<file path="src/rtl/p2z_pkg.sv">
// p2z_pkg: types, constants and the slot hash shared by the page to zone map
// no dependencies
package p2z_pkg;

   localparam int TABLE_SLOTS  = 4096;
   localparam int SLOT_BITS    = $clog2(TABLE_SLOTS);
   localparam int RAM_DEPTH    = 2 * TABLE_SLOTS;
   localparam int RAM_ADDR_BITS = SLOT_BITS + 1;
   localparam int MAX_LIVE     = 3072;
   localparam int ADDR_BITS    = 48;
   localparam int ZONE_ID_BITS = 16;
   localparam int MODE_BITS    = 2;
   localparam int PAGES_BITS   = 13;
   localparam int SHIFT_BITS   = 5;
   localparam int MIN_SHIFT    = 12;
   localparam int MAX_SHIFT    = 16;
   localparam int FRAME_BITS   = ADDR_BITS - MIN_SHIFT;
   localparam int CNT_BITS     = $clog2(TABLE_SLOTS + 1);
   localparam int SUM_A        = (CNT_BITS > PAGES_BITS) ? CNT_BITS + 2 : PAGES_BITS + 2;
   localparam int SUM_B        = $clog2(MAX_LIVE + 1) + 1;
   localparam int SUM_BITS     = (SUM_A > SUM_B) ? SUM_A : SUM_B;
   localparam logic [31:0] HASH_MUL = 32'h9E3779B1;

   typedef enum logic [MODE_BITS-1:0] {
      MODE_LOOKUP = 2'd0,
      MODE_INSERT = 2'd1,
      MODE_REMOVE = 2'd2,
      MODE_RESET  = 2'd3
   } mode_type;

   typedef enum logic [1:0] {
      ST_EMPTY = 2'd0,
      ST_LIVE  = 2'd1,
      ST_TOMB  = 2'd2
   } slot_status_type;

   typedef enum logic [1:0] {
      PK_FIND = 2'd0,
      PK_PUT  = 2'd1,
      PK_DROP = 2'd2
   } probe_kind_type;

   typedef struct packed {
      slot_status_type         status;
      logic [FRAME_BITS-1:0]   frame;
      logic [ZONE_ID_BITS-1:0] zone;
   } slot_word_type;

   typedef enum logic [3:0] {
      S_BOOT,
      S_IDLE,
      S_CLEAR,
      S_CHECK1,
      S_SWCLR,
      S_SWRD,
      S_SWEV,
      S_SPRD,
      S_SPEV,
      S_CHECK2,
      S_PAGE,
      S_PRD,
      S_PEV,
      S_RESP
   } ctrl_state_type;

   typedef struct packed {
      logic           load_item;
      logic           clr_all_start;
      logic           clr_bank_start;
      logic           clr_step;
      logic           sw_start;
      logic           sw_read;
      logic           sw_next;
      logic           probe_init;
      logic           init_from_sweep;
      logic           probe_read;
      logic           probe_eval;
      probe_kind_type kind;
      logic           page_next;
      logic           set_disabled;
   } dp_cmd_type;

   typedef struct packed {
      mode_type mode;
      logic     disabled;
      logic     clr_last;
      logic     sw_last;
      logic     sw_live;
      logic     need_sweep;
      logic     over_limit;
      logic     pages_done;
      logic     pr_done;
      logic     pr_fail;
   } dp_status_type;

   function automatic logic [SLOT_BITS-1:0] hash_slot(input logic [FRAME_BITS-1:0] frame);
      logic [2*SLOT_BITS-1:0] prod;
      prod = (2*SLOT_BITS)'(frame[SLOT_BITS-1:0]) * (2*SLOT_BITS)'(HASH_MUL[SLOT_BITS-1:0]);
      return prod[SLOT_BITS-1:0];
   endfunction

endpackage

</file>
<file path="src/rtl/p2z_ctrl.sv">
// p2z_ctrl: controller state machine of the page to zone map
// depends on p2z_pkg
module p2z_ctrl
   import p2z_pkg::*;
(
   input  logic                 clock,
   input  logic                 reset,
   input  logic                 start,
   input  logic [MODE_BITS-1:0] req_mode,
   input  dp_status_type        stat,
   output dp_cmd_type           cmd,
   output logic                 busy,
   output logic                 rsp_valid
);

   ctrl_state_type state_ff, state_in;
   probe_kind_type item_kind;

   always_comb begin
      case (stat.mode)
         MODE_INSERT: item_kind = PK_PUT;
         MODE_REMOVE: item_kind = PK_DROP;
         default:     item_kind = PK_FIND;
      endcase
   end

   always_comb begin
      state_in = state_ff;
      case (state_ff)
         S_BOOT: begin
            if (stat.clr_last) state_in = S_IDLE;
         end
         S_IDLE: begin
            if (start) begin
               case (mode_type'(req_mode))
                  MODE_INSERT: state_in = S_CHECK1;
                  MODE_RESET:  state_in = S_CLEAR;
                  default:     state_in = S_PAGE;
               endcase
            end
         end
         S_CLEAR: begin
            if (stat.clr_last) state_in = S_RESP;
         end
         S_CHECK1: begin
            if (stat.disabled) begin
               state_in = S_RESP;
            end else if (stat.need_sweep) begin
               state_in = S_SWCLR;
            end else begin
               state_in = S_CHECK2;
            end
         end
         S_SWCLR: begin
            if (stat.clr_last) state_in = S_SWRD;
         end
         S_SWRD: state_in = S_SWEV;
         S_SWEV: begin
            if (stat.sw_live) begin
               state_in = S_SPRD;
            end else if (stat.sw_last) begin
               state_in = S_CHECK2;
            end else begin
               state_in = S_SWRD;
            end
         end
         S_SPRD: state_in = S_SPEV;
         S_SPEV: begin
            if (!stat.pr_done) begin
               state_in = S_SPRD;
            end else if (stat.sw_last) begin
               state_in = S_CHECK2;
            end else begin
               state_in = S_SWRD;
            end
         end
         S_CHECK2: begin
            state_in = stat.over_limit ? S_RESP : S_PAGE;
         end
         S_PAGE: begin
            if (stat.mode != MODE_LOOKUP && stat.pages_done) begin
               state_in = S_RESP;
            end else begin
               state_in = S_PRD;
            end
         end
         S_PRD: state_in = S_PEV;
         S_PEV: begin
            if (!stat.pr_done) begin
               state_in = S_PRD;
            end else if (stat.mode == MODE_LOOKUP || stat.pr_fail) begin
               state_in = S_RESP;
            end else begin
               state_in = S_PAGE;
            end
         end
         S_RESP:  state_in = S_IDLE;
         default: state_in = S_IDLE;
      endcase
   end

   always_comb begin
      cmd       = '0;
      busy      = (state_ff != S_IDLE);
      rsp_valid = 1'b0;
      case (state_ff)
         S_BOOT, S_CLEAR, S_SWCLR: begin
            cmd.clr_step = 1'b1;
            if (state_ff == S_SWCLR && stat.clr_last) cmd.sw_start = 1'b1;
         end
         S_IDLE: begin
            if (start) begin
               cmd.load_item = 1'b1;
               if (mode_type'(req_mode) == MODE_RESET) cmd.clr_all_start = 1'b1;
            end
         end
         S_CHECK1: begin
            if (!stat.disabled && stat.need_sweep) cmd.clr_bank_start = 1'b1;
         end
         S_SWRD: cmd.sw_read = 1'b1;
         S_SWEV: begin
            if (stat.sw_live) begin
               cmd.probe_init      = 1'b1;
               cmd.init_from_sweep = 1'b1;
            end else if (!stat.sw_last) begin
               cmd.sw_next = 1'b1;
            end
         end
         S_SPRD: begin
            cmd.probe_read = 1'b1;
            cmd.kind       = PK_PUT;
         end
         S_SPEV: begin
            cmd.probe_eval = 1'b1;
            cmd.kind       = PK_PUT;
            if (stat.pr_done && !stat.sw_last) cmd.sw_next = 1'b1;
         end
         S_CHECK2: begin
            if (stat.over_limit) cmd.set_disabled = 1'b1;
         end
         S_PAGE: begin
            if (!(stat.mode != MODE_LOOKUP && stat.pages_done)) cmd.probe_init = 1'b1;
         end
         S_PRD: begin
            cmd.probe_read = 1'b1;
            cmd.kind       = item_kind;
         end
         S_PEV: begin
            cmd.probe_eval = 1'b1;
            cmd.kind       = item_kind;
            if (stat.pr_done) begin
               if (stat.pr_fail) begin
                  cmd.set_disabled = 1'b1;
               end else if (stat.mode != MODE_LOOKUP) begin
                  cmd.page_next = 1'b1;
               end
            end
         end
         S_RESP: rsp_valid = 1'b1;
         default: begin
         end
      endcase
   end

   always_ff @(posedge clock) begin
      if (reset) begin
         state_ff <= S_BOOT;
      end else begin
         state_ff <= state_in;
      end
   end

endmodule

</file>
<file path="config.mk">
export PLATFORM = sky130hd
export DESIGN_NAME = p2z_ctrl
export DESIGN_NICKNAME = d
export VERILOG_FILES = /design/src/rtl/p2z_pkg.sv /design/src/rtl/p2z_ctrl.sv
export SDC_FILE = /design/constraint.sdc
export NUM_CORES = 1
export LEC_CHECK = 0
export BUFFER_PORTS_ARGS = -buffer_cell sky130_fd_sc_hd__buf_4
export CAP_MARGIN = 20
export CORE_MARGIN = 5
export CORE_UTILIZATION = 47
export CTS_BUF_LIST = sky130_fd_sc_hd__clkbuf_4 sky130_fd_sc_hd__clkbuf_8
export DETAILED_ROUTE_END_ITERATION = 10
export GPL_TIMING_DRIVEN = 0
export PLACE_DENSITY_LB_ADDON = 0.05
export SYNTH_ARGS = -nofsm -noshare
export SYNTH_HDL_FRONTEND = slang
export SYNTH_SLANG_ARGS = --single-unit
</file>
<file path="constraint.sdc">
create_clock -name clock -period 1.9 [get_ports clock]
set_input_delay 0.095 -clock clock [delete_from_list [all_inputs] [get_ports clock]]
set_output_delay 0.095 -clock clock [all_outputs]
set_load 0.01 [all_outputs]
</file>
After elaboration in Yosys (flattened, before gate mapping)
Cells that the tools add are included.

cells by class
  eq/ne operators = 22
  multiplexer cells = 43
  reductions and logical operators = 16

operator list
  cell                number
  $pmux 4 s13         1
  $mux 4              9
  $eq 4x4->1 const B  6
  $mux 1              18
  $eq 4x3->1 const B  4
  $mux 3              4
  $mux 2              5
  $eq 4x2->1 const B  2
  $ne 2x2->1 const B  4
  $pmux 2 s2          2
  $pmux 4 s2          1
  $reduce_or 2->1     4
  $pmux 1 s2          3
  $eq 2x1->1 const B  2
  $eq 2x2->1 const B  2
  $eq 4x1->1 const B  1
  $logic_and 1x1->1   4
  $logic_not 4->1     1
  $ne 4x1->1 const B  1
  $reduce_and 4->1    1
  $reduce_or 3->1     1
  $logic_not 1->1     2
  $logic_not 2->1     1
  $reduce_bool 2->1   1
  $logic_or 1x1->1    1

word-level totals
  register bits = 4
  input port bits = 16
  output and inout bits = 17
  logic and storage cells = 82

Logic depth before layout (Yosys ltp)
Gate-level depths: netlist of the first run.

  word-level depth = 5
  gate-level depth with buffers = 7
  mapped depth without buffers = 5

Least setup slack after synthesis of the first run
Ideal clock, no wire load.

  kind = reg2reg
  from = register state_ff[2]
  to = register state_ff[1]
  library setup time = 0.069 ns
  data arrival time = 1.334 ns
  data required time = 1.831 ns
  setup slack = 0.497 ns
  stages on the path, launching flop included = 7
  buffers on the path = 1
  clock period less this slack = 1.403 ns
  cell sequence = dfxtp_1 -> buf_2 -> nor2b_1 -> a22oi_1 -> nor3_1 -> a211oi_1 -> o21ai_1

between the ends
  cells in the longest elaborated chain, start to end = 3
  elaborated cells between the ends (all ways) = 19
  those cells by class = eq/ne: 16; mux: 1; reduce/logical: 2

RTL lines
  element                             RTL line         source
  start, declared                     p2z_ctrl.sv:16   ctrl_state_type state_ff, state_in;
  start signal, assigned              p2z_ctrl.sv:169  state_ff <= state_in;
  $eq 4x2->1 (tied with other cells)  p2z_ctrl.sv:29   case (state_ff)
  $ne 2x2->1 (no line)                -
  $reduce_and 4->1 (no line)          -

Parallel ways exist; a longest one is shown, timed or not.
A chain may end at the register's enable or synchronous reset.

==> impl_metrics.toml, run 1 <==
[outcome]
status = "completed"

[synth]
syn_nets = 124
synth-edff-count = 0
avgSynthCellArea_um2 = 6.302
synthFlopType = "dfxtp_1"
yosysUniqueCellTypes = 38
yosys_warnings = 0
seq_area_frac_synth_pct = 11.76
syn_inst = 108
syn_area_um2 = 680.7
async_flop_share_pct = 0
yosys_register_bits = 4

[route]
wirelength_mm = 2.560
drt-vias-per-instance = 6.475
dr.pass1.iters = 4
vias = 1023
ant_nets = 0
drt_first_iter_violations = 64
drc = 0
wl_per_cell_um = 16.20

[pwr]
power.leakage_nw = 0.4503
seq_power_share_pct = 25.6
combPwrFrac_pct = 46.2
net-switching-power_mw = 0.1388
p_total_mw = 0.3762
internal_power_mw = 0.2375
netSwitchingFraction_pct = 36.88
clkPwrFrac_pct = 28.2
ir_worst_vdd_mv = 0.6294
p_per_area_nw_per_um2 = 390.0

[timing]
final_max_slew_viol_count = 0
hold_violations = 0
period_needed_ps = 1724
slew_headroom_pct = 73.88
fmax_mhz = 579.9
setup_viol = 0
timing.setup.tns_ps = 0
rsz0062_at_grt = "no"
fin_skew_ps = 7.961
tightestPinTransition_ps = 386.8
period_share_pct = 90.76

[floorplanning]
dieHeight_um = 48.06
start_util_pct = 51.03
core-area_um2 = 1334
die_w_um = 48.06
fp-row-count = 13
io_pins = 33
die-area_um2 = 2309

[critical_path]
cp.arrival_ps = 1630
path_cells = "buf_2, buf_2, o22ai_1, and4_1, buf_4"
critical_path_class = "reg -> out"
start_kind = "flop"
cp.required_ps = 1800
max_stage_delay_ps = 420
cp_slowest_cell = "dfxtp_1"
end_kind = "primary output"
crit_fanout = 10
path_common_cell = "buf_2"

[layout]
reg_top3 = "state_ff x4"
n_fill_cell = 113
drive_gt1_share_pct = 32.17
nets = 161
area_growth_pct = 41.73
largest_register = "state_ff"
largest_reg_flops = 4
antennaDiodeCount = 0

[clock_tree]
cts_resized = 0
htree_levels = 1
cts_sinks = 4
path_clk_slew_ps = 40
cts_buffers = 3
cts_tree = "done"
clk_path_buf_depth = 2
post-cts-setup-buffers = 0
ctsHoldBuffers = 0
clockRootBuffer = "clkbuf_4"
clock_latency_ps = 240

[grt]
grtUsageMet2_pct = 39.58
top_usage_layer = "met2"
antenna_found_initial = 0
grt_pass1_vias = 899
grt_usage_pct = 24.70
grt_max_degree = 11
grt_pass1_wl_mm = 4.050
met3_usage_pct = 6.015
grt-ovfl-total = 0
use_met1_pct = 31.73

[place]
gp_congestion = 0.9090
hpwl_mm = 1.920
io_buffers = 32

[flow_run]
maxCapViolations = 0

[hold_path]
hold_path.class = "in -> reg"
-- synth_stat cells, drive strengths merged, types with 2 or more instances --
| cell type | number | area [µm²] |
|---|---|---|
| nor2 | 13 | 48.80 |
| o21ai | 11 | 55.05 |
| nand2 | 8 | 30.03 |
| buf | 7 | 37.54 |
| nor2b | 6 | 37.54 |
| a21oi | 5 | 25.02 |
| and3 | 5 | 31.28 |
| inv | 5 | 18.77 |
| nand2b | 5 | 31.28 |
| a211oi | 4 | 30.03 |
| a31oi | 4 | 25.02 |
| dfxtp | 4 | 80.08 |
| nand3 | 4 | 20.02 |
| nor3 | 3 | 15.01 |
| a22oi | 2 | 15.01 |
| and2 | 2 | 15.02 |
| nor4 | 2 | 12.51 |
-- cell type report --
cell class	instances	area [µm²]	area share, %
buffer	7	37.54	3.891
multi-input combinational	92	546.8	56.68
timing repair buffer	32	240.2	24.90
tap	15	18.77	1.946
clock buffer	3	22.52	2.335
inverter	5	18.77	1.946
sequential	4	80.08	8.301
-- critical path: cells and delay by family (launching register included) --
family	cells	cell delay [ps]
buffers and inverters	3	660
and+or+nand+nor	1	200
DFF	1	420
AOI/OAI and AO/OA	1	110
-- power groups by stage --
| stage | registers [mW] | logic (mW) | clock network [mW] |
|---|---|---|---|
| after detailed placement | 0.0973 | 0.169 | 0 |
| after floorplan | 0.0949 | 0.0982 | 0 |
| after CTS | 0.0959 | 0.170 | 0.109 |
| after global placement | 0.0974 | 0.164 | 0 |
| final | 0.0964 | 0.174 | 0.106 |
| after global routing | 0.0973 | 0.189 | 0.121 |
-- layer usage --
| layer | vias to the layer above | wire length [µm] | part of all wire [%] |
|---|---|---|---|
| li1 | 477 | - | - |
| met1 | 437 | 988 | 39 |
| met2 | 93 | 1174 | 46 |
| met3 | 16 | 312 | 12 |
| met4 | 0 | 84 | 3.3 |
| met5 | - | 0 | 0 |
-- stage by stage --
step	cell area (µm²)	instances	hold WS (ps)	utilization [%]	worst slack (ps)
final	964.7	158	65.49	72.33	175.6
after global routing	964.7	158	50.69	72.33	56.38
after CTS	962.2	158	56.31	72.14	164.8
after detailed placement	939.7	155	299.4	70.45	238.5
after global placement	939.7	155	295.2	70.45	267.2
after floorplan	680.7	108	163.9	-	497.2
-- final timing paths --
path | startpoint | endpoint | slack, ps | depth (start not counted)
hold / removal | reset | state_ff[2] | 70 | 2
setup / recovery | state_ff[0] | cmd[3] | 180 | 5
setup reg to reg | state_ff[1] | state_ff[2] | 190 | 5
hold reg to reg | state_ff[0] | state_ff[1] | 750 | 3
-- cell usage in the layout (no fill, tap or decap), types with 3 or more instances in the layout --
| cell type | n |
|---|---|
| nor2b_1 | 5 |
| buf_2 | 6 |
| o21ai_0 | 9 |
| clkbuf_4 | 3 |
| a31oi_1 | 4 |
| nand3_1 | 4 |
| buf_4 | 33 |
| a21oi_1 | 5 |
| nor2_1 | 13 |
| inv_1 | 5 |
| nor3_1 | 3 |
| dfxtp_1 | 4 |
| nand2_1 | 8 |
| nand2b_1 | 5 |
| and3_1 | 5 |
| a211oi_1 | 4 |
-- cell families (layout without fill, tap and decap cells) --
family	count (synthesis)	after routing	synth area share, %
AND/OR/NAND/NOR	53	53	41.00
AO/OA/AOI/OAI	39	39	38.97
buffers and inverters	12	47	8.273
flip-flops	4	4	11.77
Power figures use the tool's default switching activity.
==> run 2: changes to the inputs <==
==> constraint.sdc (replaced) <==
create_clock -name clock -period 1.9 [get_ports clock]
set_input_delay 0.38 -clock clock [delete_from_list [all_inputs] [get_ports clock]]
set_output_delay 0.38 -clock clock [all_outputs]
set_load 0.01 [all_outputs]
==> impl_metrics.toml, run 2 (same netlist as run 1, synthesis figures left out) <==
[critical_path]
critical_path_buf_inv_count = 2
critical_path_class = "reg -> out"
path_cells = "inv_1, nand2_1, o22ai_1, and4_1, buf_4"
rrSetupSlack_ps = 250
cp_slowest_cell = "dfxtp_2"
start_kind = "flop"
max_stage_delay_ps = 350
crit_family = "simple AND/OR/NAND/NOR gates"
crit_cells = 5
cp.arrival_ps = 1490
cp.required_ps = 1520
crit_fanout = 8
startpoint = "state_ff[1]"
end_kind = "primary output"
reg2reg_from = "state_ff[2]"
ff2ff_path_depth = 6

[clock_tree]
cts_resized = 8
post-cts-setup-buffers = 0
htree_levels = 1
clk_path_buf_depth = 2
clock_latency_ps = 240
cts_tree = "done"
ctsHoldBuffers = 0
clockRootBuffer = "clkbuf_4"
cts_sinks = 4
path_clk_slew_ps = 40
cts_buffers = 3

[grt]
grt_pass1_wl_mm = 4.050
antenna_found_initial = 0
grt-ovfl-total = 0
grt_usage_pct = 24.77
grt_max_degree = 11
grt_pass1_vias = 915

[layout]
nets = 161
n_fill_cell = 102
largest_register = "state_ff"
antennaDiodeCount = 0
layout_common_cells = "37 x buf_4, 12 x nor2_1, 8 x nand2_1, 8 x o21ai_0"
area_growth_pct = 52.21
largest_reg_flops = 4
drive_gt1_share_pct = 39.16
layout_commonest_cell = "buf_4"
reg_top3 = "state_ff x4"

[timing]
period_share_pct = 98.30
fin_skew_ps = 12.73
setup_viol = 0
worst_slack_ps = 32.34
tightestPinTransition_ps = 394.7
rsz0062_at_grt = "yes"
slew_headroom_pct = 73.44
fmax_mhz = 535.4
period_needed_ps = 1868
hold_violations = 0
final_max_slew_viol_count = 0
timing.setup.tns_ps = 0

[flow_run]
maxCapViolations = 0

[floorplanning]
core-area_um2 = 1334
dieHeight_um = 48.06
start_util_pct = 51.03
fp-row-count = 13
die_w_um = 48.06
io_pins = 33
die-area_um2 = 2309

[route]
drt_first_iter_violations = 95
vias = 1016
drt-vias-per-instance = 6.430
drc = 0
wirelength_mm = 2.710
dr.pass1.iters = 5
ant_nets = 0
wl_per_cell_um = 17.15

[hold_path]
hold_path.class = "in -> reg"
hold_depth = 2
hp-start = "reset"

[place]
post-place-ws_ps = 139.3
gp_congestion = 0.9090
io_buffers = 32
hpwl_mm = 1.920

[pwr]
power.leakage_nw = 0.4593
p_per_area_nw_per_um2 = 381.5
ir_worst_vdd_mv = 0.6033

[outcome]
status = "completed"
## run 2: metrics by stage
step	cells	hold WS [ps]	area [µm²]	power (mW)	utilization (%)
2_1_floorplan	108	448.9	680.7	0.1931	-
3_3_place_gp	155	580.2	939.7	0.2618	70.45
3_5_place_dp	155	584.4	939.7	0.2659	70.45
4_1_cts	158	341.3	980.9	0.3798	73.55
5_1_grt	158	339.2	1036	0.4233	77.67
6_report	158	347.9	1036	0.3952	77.67
## run 2: per-layer routing
| layer | global-route usage [%] | up-vias | share of wire, % |
|---|---|---|---|
| li1 | - | 472 | - |
| met1 | 31.29 | 450 | 39 |
| met2 | 40.37 | 80 | 46 |
| met3 | 6.015 | 14 | 11 |
| met4 | 9.140 | 0 | 3.5 |
| met5 | 0 | - | 0 |
## run 2: area by class of cell
| type | count | area, µm² | area share (%) |
|---|---|---|---|
| flip-flops and latches | 4 | 86.33 | 8.333 |
| repair buffers | 32 | 240.2 | 23.19 |
| clock buffers | 3 | 22.52 | 2.174 |
| well taps | 15 | 18.77 | 1.812 |
| plain buffers | 7 | 60.06 | 5.797 |
| multi-input cells | 92 | 589.3 | 56.88 |
| inverters | 5 | 18.77 | 1.812 |
## run 2: worst paths after layout
kind                               endpoint
worst max-delay path                 cmd[3]
worst max register to register  state_ff[2]
worst min-delay path            state_ff[2]
worst min register to register  state_ff[1]
## run 2: power by group
group,internal [mW],switching [mW]
Clock,0.0708,0.0378
Combinational,0.0876,0.101
Sequential,0.0891,0.00859
## run 2: worst reg2reg max path: cells and delay by family, from the launching register on
kind	cells	cell delay, ps
flip-flops	1	300
buffers and inverters	1	170
AO/OA/AOI/OAI	4	760
AND/OR/NAND/NOR	1	290
==> run 3: changes to the inputs <==
--- a/config.mk
+++ b/config.mk
@@ -11,7 +11,7 @@
 export CORE_UTILIZATION = 47
 export CTS_BUF_LIST = sky130_fd_sc_hd__clkbuf_4 sky130_fd_sc_hd__clkbuf_8
 export DETAILED_ROUTE_END_ITERATION = 10
-export GPL_TIMING_DRIVEN = 0
+export GPL_TIMING_DRIVEN = 1
 export PLACE_DENSITY_LB_ADDON = 0.05
 export SYNTH_ARGS = -nofsm -noshare
 export SYNTH_HDL_FRONTEND = slang
==> impl_metrics.toml, run 3 (same netlist as run 1, synthesis figures left out) <==
[timing]
holdWs_ps = 328.3
rsz0062_at_grt = "no"
fmax_mhz = 559.4
timing.setup.tns_ps = 0
worst_slack_ps = 112.4
tightestPinTransition_ps = 408.0
slew_headroom_pct = 72.55
period_needed_ps = 1788
hold_violations = 0
period_share_pct = 94.09
fin_skew_ps = 7.432
setup_viol = 0
final_max_slew_viol_count = 0

[layout]
layout_commonest_cell = "buf_4"
design_area_um2 = 991.0
fin_util_pct = 74.30
layout_common_cells = "36 x buf_4, 13 x nor2_1, 9 x o21ai_0"
antennaDiodeCount = 0
largest_register = "state_ff"
reg_top3 = "state_ff x4"
layoutNonFillerInstCount = 156
drive_gt1_share_pct = 36.17
nets = 159
area_growth_pct = 45.59
largest_reg_flops = 4

[route]
drt-vias-per-instance = 6.179
ant_nets = 0
wl_per_cell_um = 15.03
drc = 0
drt_first_iter_violations = 41
wirelength_mm = 2.344
vias = 964
dr.pass1.iters = 4

[place]
postPlaceCellArea_um2 = 939.7
gp_congestion = 0.8554
io_buffers = 32
hpwl_mm = 1.846
post-place-ws_ps = 104.9
dp_cells = 153

[floorplanning]
die_w_um = 48.06
fp-row-count = 13
dieHeight_um = 48.06
io_pins = 33
start_util_pct = 51.03
die-area_um2 = 2309
core-area_um2 = 1334

[critical_path]
end_kind = "primary output"
cp.required_ps = 1520
crit_fanout = 19
reg2reg_from = "state_ff[1]"
start_kind = "flop"
critical_path_class = "reg -> out"
r2r-end = "state_ff[1]"
ff2ff_path_depth = 6
cp.arrival_ps = 1410
rrSetupSlack_ps = 240

[pwr]
p_total_mw = 0.3757
p_per_area_nw_per_um2 = 379.1
power.leakage_nw = 0.4442
ir_worst_vdd_mv = 0.4706

[grt]
grt_pass1_wl_mm = 3.822
grt_pass1_vias = 872
grt_usage_pct = 23.27
grt_max_degree = 22
grt-ovfl-total = 0
antenna_found_initial = 0

[clock_tree]
cts_buffers = 3
post-cts-setup-buffers = 0
cts_resized = 4
cts_sinks = 4
clockRootBuffer = "clkbuf_4"
clk_path_buf_depth = 2
ctsHoldBuffers = 0
path_clk_slew_ps = 40
htree_levels = 1
clock_latency_ps = 240
cts_tree = "done"

[hold_path]
worst_hold_path.endpoint = "state_ff[2]"
hold_depth = 2
hp-start = "reset"
hold_path.class = "in -> reg"

[flow_run]
maxCapViolations = 0

[outcome]
status = "completed"
## run 3: cell types whose count changed in the layout (fill, tap and decap cells not counted), sizes merged
cell	change
buf	-2
## run 3: layer usage
| layer | vias up | GRT usage [%] | share of wire, % |
|---|---|---|---|
| met5 | - | 0 | 0 |
| met4 | 0 | 5.914 | 0.81 |
| met3 | 5 | 6.767 | 10 |
| met2 | 53 | 37.20 | 49 |
| met1 | 438 | 30.42 | 40 |
| li1 | 468 | - | - |
## run 3: how the worst max path moves through the flow
| stage | startpoint | end | slack (ps) | cells past startpoint |
|---|---|---|---|---|
| after detailed placement | state_ff[2] | state_ff[1] | 100 | 5 |
| after global routing | state_ff[3] | cmd[2] | 7 | 6 |
| final | state_ff[2] | cmd[0] | 110 | 4 |
| after CTS | state_ff[3] | cmd[2] | 20 | 6 |
| after global placement | state_ff[2] | state_ff[1] | 180 | 5 |
| after floorplan | state_ff[3] | cmd[12] | 310 | 4 |
## run 3: report_power, final
part           switching, mW  internal, mW
Clock                 0.0345        0.0706
Combinational         0.0839        0.0803
Sequential            0.0174        0.0890
## run 3: area by class of cell
| cell class | count | area (µm²) |
|---|---|---|
| Inverter | 5 | 18.77 |
| Timing Repair Buffer | 37 | 281.5 |
| Clock buffer | 3 | 22.52 |
| Sequential cell | 4 | 90.09 |
| Fill cell | 118 | 342.8 |
| Tap cell | 15 | 18.77 |
| Multi-Input combinational cell | 92 | 559.3 |
## run 3: critical path, stage by stage, from the launching register on
cell and delay [ps]:
dfxtp_4 450, and2b_1 230, nand3_1 130, o21ai_0 200
buf_4 160
